$ cat config.mk
export PLATFORM = sky130hd
export DESIGN_NAME = key_exact_or_substring_match
export DESIGN_NICKNAME = d
export VERILOG_FILES = /design/src/rtl/core/kem_pkg.sv /design/src/rtl/core/kem_in_stage.sv /design/src/rtl/core/kem_core.sv /design/src/rtl/core/key_exact_or_substring_match.sv
export SDC_FILE = /design/constraint.sdc
export NUM_CORES = 1
export LEC_CHECK = 0
export BUFFER_PORTS_ARGS = -buffer_cell sky130_fd_sc_hd__buf_2
export CORE_ASPECT_RATIO = 1.5
export CORE_MARGIN = 1
export CORE_UTILIZATION = 40
export DETAILED_ROUTE_END_ITERATION = 10
export MAX_ROUTING_LAYER = met4
export PLACE_DENSITY_LB_ADDON = 0.3
export SLEW_MARGIN = 20
export SYNTH_ARGS = -nofsm -noshare
export SYNTH_HDL_FRONTEND = slang
export SYNTH_HIERARCHICAL = 1
export SYNTH_SLANG_ARGS = --single-unit
export TNS_END_PERCENT = 30
$ cat constraint.sdc
create_clock -name clk -period 6.6 [get_ports clk]
set_clock_uncertainty 0.2 [all_clocks]
set_input_delay 0.66 -clock clk [delete_from_list [all_inputs] [get_ports clk]]
set_output_delay 0.66 -clock clk [all_outputs]
set_load 0.01 [all_outputs]
$ cat src/rtl/core/kem_pkg.sv
`timescale 1ns / 1ps
// ----------------------------------------------------------------------------
// kem_pkg
// Shared types and constants for the key exact or substring match block.
// ----------------------------------------------------------------------------
package kem_pkg;

  localparam int KEY_MAX_DEF = 16;   // default window depth and key capacity
  localparam int KEY_BYTES   = 16;   // bytes held by the two key registers
  localparam int KEY_W       = 8 * KEY_BYTES;
  localparam int KEY_IDX_W   = 4;    // index into the sixteen key bytes
  localparam int LEN_W       = 5;
  localparam int CNT_W       = 8;
  localparam int CFG_IDX_W   = 2;
  localparam int CFG_DATA_W  = 64;

  localparam logic [CNT_W-1:0] CNT_SAT = 8'd255;

  // Configuration register indexes.
  localparam logic [CFG_IDX_W-1:0] CFG_KEY_LOW  = 2'd0;
  localparam logic [CFG_IDX_W-1:0] CFG_KEY_HIGH = 2'd1;
  localparam logic [CFG_IDX_W-1:0] CFG_KEY_LEN  = 2'd2;
  localparam logic [CFG_IDX_W-1:0] CFG_CONTAIN  = 2'd3;

  typedef struct packed {
    logic [7:0] text_byte;
    logic       last_byte;
  } item_t;

  typedef struct packed {
    logic [KEY_W-1:0] key;
    logic [LEN_W-1:0] key_length;
    logic             contain_mode;
  } cfg_t;

endpackage

$ cat src/rtl/core/kem_in_stage.sv
`timescale 1ns / 1ps
// ----------------------------------------------------------------------------
// kem_in_stage
// Input register: holds one text byte until the match core consumes it.
// ----------------------------------------------------------------------------
module kem_in_stage (
  input  logic           clk,
  input  logic           rst_n,
  input  logic           in_valid,
  output logic           in_ready,
  input  kem_pkg::item_t in_item,
  input  logic           take,
  output logic           item_valid,
  output kem_pkg::item_t item
);
  import kem_pkg::*;

  logic  valid_r;
  logic  valid_nxt;
  item_t item_r;

  // The register can refill in the same cycle that its byte is consumed.
  assign in_ready = !valid_r || take;

  always_comb begin
    valid_nxt = valid_r;
    if (in_valid && in_ready) begin
      valid_nxt = 1'b1;
    end else if (take) begin
      valid_nxt = 1'b0;
    end
  end

  always_ff @(posedge clk) begin
    if (!rst_n) begin
      valid_r <= 1'b0;
    end else begin
      valid_r <= valid_nxt;
    end
  end

  always_ff @(posedge clk) begin
    if (in_valid && in_ready) begin
      item_r <= in_item;
    end
  end

  assign item_valid = valid_r;
  assign item       = item_r;

endmodule

$ cat src/rtl/core/kem_core.sv
`timescale 1ns / 1ps
// ----------------------------------------------------------------------------
// kem_core
// Window, count and flag update for one byte, with the result register.
// ----------------------------------------------------------------------------
module kem_core #(
  parameter int KEY_MAX = kem_pkg::KEY_MAX_DEF
) (
  input  logic           clk,
  input  logic           rst_n,
  input  kem_pkg::cfg_t  cfg,
  input  logic           item_valid,
  input  kem_pkg::item_t item,
  output logic           take,
  output logic           out_valid,
  input  logic           out_ready,
  output logic           out_matched
);
  import kem_pkg::*;

  logic [7:0]       win_r [KEY_MAX];
  logic [7:0]       win_new [KEY_MAX];
  logic [CNT_W-1:0] seen_r;
  logic [CNT_W-1:0] seen_nxt;
  logic             found_r;
  logic             found_nxt;
  logic             prefix_r;
  logic             prefix_nxt;
  logic             out_valid_r;
  logic             out_valid_nxt;
  logic             matched_r;
  logic             matched_nxt;
  logic             usable;
  logic             miss;
  logic [CNT_W-1:0] len_ext;

  function automatic logic [7:0] key_byte(input logic [KEY_W-1:0] key,
                                          input logic [KEY_IDX_W-1:0] idx);
    return key[8*idx +: 8];
  endfunction

  // A byte without the last mark never needs the result register.
  assign take = item_valid && (!item.last_byte || !out_valid_r || out_ready);

  assign usable  = (cfg.key_length != '0) && (cfg.key_length <= LEN_W'(KEY_MAX));
  assign len_ext = CNT_W'(cfg.key_length);

  always_comb begin
    win_new[0] = item.text_byte;
    for (int k = 1; k < KEY_MAX; k++) begin
      win_new[k] = win_r[k-1];
    end
  end

  assign seen_nxt = (seen_r == CNT_SAT) ? CNT_SAT : seen_r + 1'b1;

  // The key ends at this byte when window entry k holds key byte len-1-k.
  always_comb begin
    logic [LEN_W-1:0] kidx;
    miss = 1'b0;
    for (int k = 0; k < KEY_MAX; k++) begin
      kidx = cfg.key_length - 1'b1 - LEN_W'(k);
      if ((LEN_W'(k) < cfg.key_length) &&
          (win_new[k] != key_byte(cfg.key, kidx[KEY_IDX_W-1:0]))) begin
        miss = 1'b1;
      end
    end
  end

  always_comb begin
    prefix_nxt = prefix_r;
    if (usable && (seen_r < len_ext) &&
        (item.text_byte != key_byte(cfg.key, seen_r[KEY_IDX_W-1:0]))) begin
      prefix_nxt = 1'b0;
    end
    found_nxt = found_r || (usable && (seen_nxt >= len_ext) && !miss);
    if (!usable) begin
      matched_nxt = 1'b0;
    end else if (cfg.contain_mode) begin
      matched_nxt = found_nxt;
    end else begin
      matched_nxt = prefix_nxt && (seen_nxt == len_ext);
    end
  end

  always_comb begin
    out_valid_nxt = out_valid_r;
    if (take && item.last_byte) begin
      out_valid_nxt = 1'b1;
    end else if (out_ready) begin
      out_valid_nxt = 1'b0;
    end
  end

  always_ff @(posedge clk) begin
    if (!rst_n) begin
      out_valid_r <= 1'b0;
      seen_r      <= '0;
      found_r     <= 1'b0;
      prefix_r    <= 1'b1;
      for (int k = 0; k < KEY_MAX; k++) begin
        win_r[k] <= '0;
      end
    end else begin
      out_valid_r <= out_valid_nxt;
      if (take) begin
        if (item.last_byte) begin
          // End of text: the next byte starts a fresh search.
          seen_r   <= '0;
          found_r  <= 1'b0;
          prefix_r <= 1'b1;
          for (int k = 0; k < KEY_MAX; k++) begin
            win_r[k] <= '0;
          end
        end else begin
          seen_r   <= seen_nxt;
          found_r  <= found_nxt;
          prefix_r <= prefix_nxt;
          for (int k = 0; k < KEY_MAX; k++) begin
            win_r[k] <= win_new[k];
          end
        end
      end
    end
  end

  always_ff @(posedge clk) begin
    if (take && item.last_byte) begin
      matched_r <= matched_nxt;
    end
  end

  assign out_valid   = out_valid_r;
  assign out_matched = matched_r;

endmodule

$ cat src/rtl/core/key_exact_or_substring_match.sv
`timescale 1ns / 1ps
// ----------------------------------------------------------------------------
// key_exact_or_substring_match
// Checks a streamed text against a configured key, exactly or as a substring.
// ----------------------------------------------------------------------------
// The block takes one text byte per clock cycle while the output side is not
// stalled. A byte sits in the input register, then a combinational compare of
// the KEY_MAX-byte window against the key updates the count and flags; that
// compare sets the rate of one byte per cycle. The result for a text appears on
// out_matched at the same edge that takes its last byte out of the input
// register. The user must write configuration only while no text is in flight;
// the block itself does not enforce it.
module key_exact_or_substring_match #(
  parameter int KEY_MAX = kem_pkg::KEY_MAX_DEF
) (
  input  logic                           clk,
  input  logic                           rst_n,
  input  logic                           cfg_we,
  input  logic [kem_pkg::CFG_IDX_W-1:0]  cfg_index,
  input  logic [kem_pkg::CFG_DATA_W-1:0] cfg_data,
  input  logic                           in_valid,
  output logic                           in_ready,
  input  logic [7:0]                     in_text_byte,
  input  logic                           in_last_byte,
  output logic                           out_valid,
  input  logic                           out_ready,
  output logic                           out_matched
);
  import kem_pkg::*;

  logic [CFG_DATA_W-1:0] key_low_r;
  logic [CFG_DATA_W-1:0] key_high_r;
  logic [LEN_W-1:0]      key_len_r;
  logic                  contain_r;
  cfg_t                  cfg;
  item_t                 in_item;
  item_t                 item;
  logic                  item_valid;
  logic                  take;

  always_ff @(posedge clk) begin
    if (!rst_n) begin
      key_low_r  <= '0;
      key_high_r <= '0;
      key_len_r  <= '0;
      contain_r  <= 1'b0;
    end else if (cfg_we) begin
      unique case (cfg_index)
        CFG_KEY_LOW:  key_low_r  <= cfg_data;
        CFG_KEY_HIGH: key_high_r <= cfg_data;
        CFG_KEY_LEN:  key_len_r  <= cfg_data[LEN_W-1:0];
        CFG_CONTAIN:  contain_r  <= cfg_data[0];
      endcase
    end
  end

  assign cfg.key          = {key_high_r, key_low_r};
  assign cfg.key_length   = key_len_r;
  assign cfg.contain_mode = contain_r;

  assign in_item.text_byte = in_text_byte;
  assign in_item.last_byte = in_last_byte;

  kem_in_stage u_in_stage (
    .clk        (clk),
    .rst_n      (rst_n),
    .in_valid   (in_valid),
    .in_ready   (in_ready),
    .in_item    (in_item),
    .take       (take),
    .item_valid (item_valid),
    .item       (item)
  );

  kem_core #(
    .KEY_MAX (KEY_MAX)
  ) u_core (
    .clk         (clk),
    .rst_n       (rst_n),
    .cfg         (cfg),
    .item_valid  (item_valid),
    .item        (item),
    .take        (take),
    .out_valid   (out_valid),
    .out_ready   (out_ready),
    .out_matched (out_matched)
  );

endmodule

# Yosys cells after proc, flatten, opt, wreduce, memory -nomap -nowiden
# Memory sizes are Yosys's and may differ from the RTL's.
# Cells that the tools add are included.
[classes]
n_addsub = 17
order_cmp = 19
eq_ne = 22
n_shift = 17
mux = 67
bitwise = 32
reduce_logical = 41
[op_table]
columns = ["operator", "count"]
rows = [
  ["128-bit by 8-bit indexed part select with 8-bit output", 17],
  ["8-bit 2-to-1 mux", 34],
  ["8-bit != test", 17],
  ["4-bit by 5-bit < comparator with 1-bit output, first input constant", 8],
  ["1-bit 2-to-1 mux", 33],
  ["1-bit bitwise OR", 32],
  ["4-bit subtractor, second input constant", 8],
  ["1-bit logical AND", 25],
  ["3-bit by 5-bit < comparator with 1-bit output, first input constant", 4],
  ["4-bit by 3-bit subtractor with 4-bit output, second input constant", 4],
  ["1-bit by 5-bit < comparator with 1-bit output, first input constant", 2],
  ["2-bit by 5-bit < comparator with 1-bit output, first input constant", 2],
  ["8-bit by 1-bit adder with 8-bit output, second input constant", 1],
  ["8-bit by 5-bit equality test with 1-bit output", 1],
  ["8-bit equality test, second input constant", 1],
  ["8-bit by 5-bit >= comparator with 1-bit output", 1],
  ["8-bit by 5-bit < comparator with 1-bit output", 1],
  ["2-bit AND reduction", 4],
  ["4-bit by 1-bit subtractor with 4-bit output, second input constant", 2],
  ["4-bit by 2-bit subtractor with 4-bit output, second input constant", 2],
  ["5-bit <= comparator, second input constant", 1],
  ["5-bit nonzero test", 1],
  ["2-bit equality test, second input constant", 2],
  ["1-bit zero test", 4],
  ["4 further kinds", 8],
]
[totals]
reg_bits = 156
ramBits = 128
input_bits = 80
wordCells = 228
n_memories = 1
[mem_list]
columns = ["name", "words", "word_bits", "rd", "rd_ports_with_merged_regs", "wr", "line_no", "source"]
rows = [
  ["u_core.win_r", 16, 8, 15, 0, 16, "kem_core.sv:21", "logic [7:0] win_r [KEY_MAX];"],
]

# Depth between registers and ports, before layout
[logic_depth]
depth_word = 24
depth_mapped = 20

# By module
# Netlist, hierarchy kept.
[modules_own_cells]
columns = ["mod", "instances", "cells_per_inst", "area_each_um2", "seq_area_each_um2"]
rows = [
  ["kem_core", 1, 1323, 14811.7, 3773.6],
  ["key_exact_or_substring_match", 1, 506, 5111.2, 2682.6],
  ["kem_in_stage", 1, 14, 327.8, 290.3],
]

# Least setup slack after synthesis
# No wires, ideal clock.
[synth_path]
path_type = "register to register"
from = "reg key_len_r[1]"
to = "reg u_core.matched_r (netlist: u_core/out_matched) (data pin)"
t_arrival_ns = 4.936
slack_ns = 1.314
stages_incl_launch_ff = 20
n_path_buf = 5
synth_period_minus_slack_ns = 5.286
cell_sequence = "dfxtp_1 buf_2 inv_1 ha_1 inv_2 buf_2 clkbuf_1 clkbuf_1 ha_1 inv_1 a221oi_2 xnor2_4 buf_4 mux4_2 xnor2_1 nor4_1 nand2_1 o41ai_1 nand4_1 o211ai_2"
[synth_via]
elab_chain_len = 24
word_cells_on_any_way = 111
cone_classes = "add/sub (16); order compare (19); eq/ne (17); shift (16); mux (18); reduce/logical (25)"
[synth_rtl]
columns = ["element", "line_no", "source"]
rows = [
  ["from (decl)", "key_exact_or_substring_match.sv:33", "logic [LEN_W-1:0] key_len_r;"],
  ["from (signal assigned)", "key_exact_or_substring_match.sv:51", "CFG_KEY_LEN: key_len_r <= cfg_data[LEN_W-1:0];"],
  ["4-bit by 1-bit subtractor with 4-bit output", "kem_core.sv:62", "kidx = cfg.key_length - 1'b1 - LEN_W'(k);"],
  ["4-bit by 1-bit subtractor with 4-bit output / 128-bit by 8-bit indexed part select with 8-bit output (equally long branches)", "kem_core.sv:62, kem_core.sv:39", ""],
  ["128-bit by 8-bit indexed part select with 8-bit output / 8-bit != test (equally long branches)", "kem_core.sv:39, kem_core.sv:64", ""],
  ["8-bit != test / 1-bit logical AND (equally long branches)", "kem_core.sv:64, kem_core.sv:63", ""],
  ["1-bit logical AND / 1-bit 2-to-1 mux (equally long branches)", "kem_core.sv:63", "if ((LEN_W'(k) < cfg.key_length) &&"],
  ["1-bit 2-to-1 mux (15 in series)", "kem_core.sv:63", ""],
  ["1-bit zero test", "kem_core.sv:76", "found_nxt = found_r || (usable && (seen_nxt >= len_ext) && !miss);"],
  ["1-bit logical AND", "kem_core.sv:76", ""],
  ["1-bit logical OR", "kem_core.sv:76", ""],
  ["1-bit 2-to-1 mux", "kem_core.sv:79", "end else if (cfg.contain_mode) begin"],
  ["to (signal assigned)", "kem_core.sv:129", "matched_r <= matched_nxt;"],
  ["to (decl)", "kem_core.sv:31", "logic matched_r;"],
]
# Parallel ways exist; a longest one is shown, timed or not.
# A chain may end at the register's enable or synchronous reset.

# Worst setup path in the final report
# Ends and elaborated chain as after synthesis.

==> results.json <==
{
  "gp_congestion": 1.00,
  "synthCells": 1843,
  "timing.final.ws_setup_ps": 638,
  "holdCritPathClass": "in -> reg",
  "worstPathArrival_ps": 6200,
  "fp-row-count": 100,
  "synth_top_area_share_pct": 18.1,
  "cts_resized": 0,
  "drc": 0,
  "drv_slew": 0,
  "core_mm2": 0.0498,
  "vias": 15100,
  "synth_ff_type": "dfxtp_1",
  "grt_max_degree": 155,
  "synth.distinct_cells": 70,
  "cp.required_ps": 6840,
  "ys_seq_elements": 276,
  "portBuffers": 82,
  "avgSynthCellArea_um2": 11.0,
  "syn_area_mm2": 0.0203,
  "n_fill_cell": 4782,
  "yosys_warnings": 6,
  "routedWlPerCell_um": 26.9,
  "drtAntennaViolNets": 0,
  "synth_area_leaders": "edfxtp_1 18%, mux2i_1 16%, dfxtp_1 15%",
  "grt_usage_pct": 27.6,
  "slew_headroom_pct": 29.1,
  "first_iter_violations": 1298,
  "cts_tree": "yes",
  "leakagePower_nw": 8.26,
  "die_h_um": 278,
  "synthTopCellsByCount": "333 x mux2i_1, 257 x nand2_1, 154 x dfxtp_1",
  "antenna_found_initial": 0,
  "fin_crit_ps": 5960,
  "io_pins": 83,
  "end_kind": "flip-flop",
  "grt_pass1_wl_mm": 100,
  "peakVddDrop_v": 0.000240,
  "die_w_um": 186,
  "rsz0062_at_grt": "false",
  "grt_pass1_vias": 14800,
  "viasPerCell": 5.97,
  "synth_fp_nets": 1941,
  "m1WireLength_mm": 27.5,
  "cp_slowest_cell": "ha_1",
  "cts_setup_buffers": 0,
  "layout-drive-gt1-share_pct": 22.8,
  "cts.sinks": 276,
  "cap_violations": 0,
  "dr_wl_met3_mm": 3.40,
  "finalWirelength_mm": 68.4,
  "max_freq_ghz": 0.168,
  "wl_met2_mm": 32.3,
  "worstSkewPairLatency_ps": 590,
  "cts-htree-levels": 1,
  "dieArea_mm2": 0.0515,
  "finalHoldViolCount": 0,
  "place_worst_setup_slack_ps": 706,
  "cts_buffers": 28,
  "cts.path.max_buffers": 3,
  "hpwl_mm": 54.1,
  "stdcell_count": 2538,
  "cp_max_fo": 23,
  "grt_overflow": 0,
  "status": "complete, no violations",
  "power_density_mw_per_mm2": 215,
  "finalCritPeriodShare_pct": 90.3,
  "cp_cell_sequence": "inv_1 > ha_1 > xnor2_2 > buf_4 > ha_1 > mux4_2 > mux2i_1 > mux2i_1 > xor2_1 > nor4_1 > and3_1 > a211oi_1 > nor4_1 > nand4_1 > o211ai_2",
  "async_reset_ff_share_pct": 0,
  "syn_to_final_growth_pct": 8.50,
  "slowest_delay_ps": 820,
  "setup-violations-final": 0,
  "dr.pass1.iters": 6,
  "startpoint_type": "flip-flop",
  "clkTransAtPathRegs_ps": 70,
  "fin_setup_tns_ps": 0,
  "yosys.area.top_type": "edfxtp_1",
  "yosysSeqAreaShare_pct": 33.3,
  "cts_hold_buf": 0,
  "synth.most_common_cell": "mux2i_1",
  "clockRootBuffer": "clkbuf_16",
  "top_layer": "met4",
  "dp.cells": 2486,
  "diodes": 0,
  "synth-edff-count": 122,
  "crit_type": "reg -> reg",
  "start_util_pct": 40.7,
  "worstMarginPinSlew_ps": 1060,
  "nets": 1951
}
==> sequential cells by signal, summed over array words and instances, names as in the netlist <==
name	cells
u_core/found_r	1
u_core/seen_r	8
contain_r	1
u_core/win_r	120
u_core/prefix_r	1
key_high_r	64
u_core/out_matched	1
key_len_r	5
key_low_r	64
u_core/out_valid	1
u_in_stage/item	9
u_in_stage/item_valid	1
==> where the power goes <==
group	leakage [nW]	internal [W]	total, W	switching [W]
registers	2.55	0.00187	0.00199	0.000113
clock network	0.484	0.000952	0.00170	0.000746
logic	5.23	0.000437	0.00104	0.000601
==> per-layer routing <==
layer	up-vias	track usage, %
li1	6793	-
met1	7585	34.2
met2	610	43.0
met3	159	2.49
met4	0	17.3
met5	-	-
==> logic make-up after synthesis <==
family                   count (synthesis)  synth area share [%]
flip-flops                             276                  33.3
AND/OR/NAND/NOR                        562                  13.5
XOR/XNOR                               143                  6.59
buffers and inverters                  150                  4.31
multiplexers                           572                  37.2
adder cells (fa/ha/maj)                 18                  1.11
AO/OA/AOI/OAI                          122                  3.94
==> through the flow <==
step	power, W	cell area [µm²]	hold WS (ps)	utilization (%)
3_3_place_gp	0.00304	21000	259	42.2
2_1_floorplan	0.00270	20300	236	-
3_5_place_dp	0.00305	21000	276	42.2
6_report	0.00472	22000	46.8	44.1
5_1_grt	0.00488	22000	27.5	44.1
4_1_cts	0.00475	22000	26.5	44.1
==> worst paths after layout <==
| kind | from | endpoint | slack (ps) | cells past startpoint |
|---|---|---|---|---|
| max | key_len_r[1] | u_core/out_matched | 640 | 15 |
| min | in_text_byte[0] | u_in_stage/item[1] | 50 | 1 |
| max reg2reg | key_len_r[1] | u_core/out_matched | 640 | 15 |
| min reg2reg | u_core/found_r | u_core/found_r | 280 | 2 |
==> cells in the final DEF (no fill, tap or decap), types with 7 or more instances in the layout <==
master,Yosys,layout
mux2i_1,333,333
nand2_1,257,257
dfxtp_1,154,151
mux4_2,132,132
edfxtp_1,122,122
and2_1,117,117
mux2_2,103,103
buf_2,37,81
xnor2_1,75,75
xor2_1,61,61
nor2_1,58,58
a21oi_1,33,33
buf_4,13,32
clkbuf_16,0,28
o21ai_0,25,25
nor3_1,25,25
nand3_1,17,17
ha_1,18,17
nand4_1,16,16
nor4_1,16,16
inv_1,10,11
a21boi_0,11,11
or3_1,11,11
nand3b_1,10,10
o211ai_1,8,8
nand2b_1,7,7
==> worst max-delay path: cells and delay by family (launching register included) <==
| family | cells | cell delay [ps] |
|---|---|---|
| muxes | 3 | 820 |
| xor gates and xnor gates | 2 | 360 |
| buffers and inverters | 2 | 600 |
| AOI/OAI and AO/OA | 2 | 290 |
| adders and majority gates | 2 | 1190 |
| DFF | 1 | 620 |
| and+or+nand+nor | 4 | 1720 |
==> area by class of cell <==
type | count | area (µm²) | share of cell area, %
multi-input cells | 1417 | 12700 | 57.6
flip-flops and latches | 276 | 6750 | 30.7
well taps | 663 | 830 | 3.78
clock buffers | 32 | 756 | 3.44
repair buffers | 116 | 697 | 3.17
clock inverters | 20 | 220 | 1.00
inverters | 14 | 52.6 | 0.239
(Power assumes the default switching activity.)
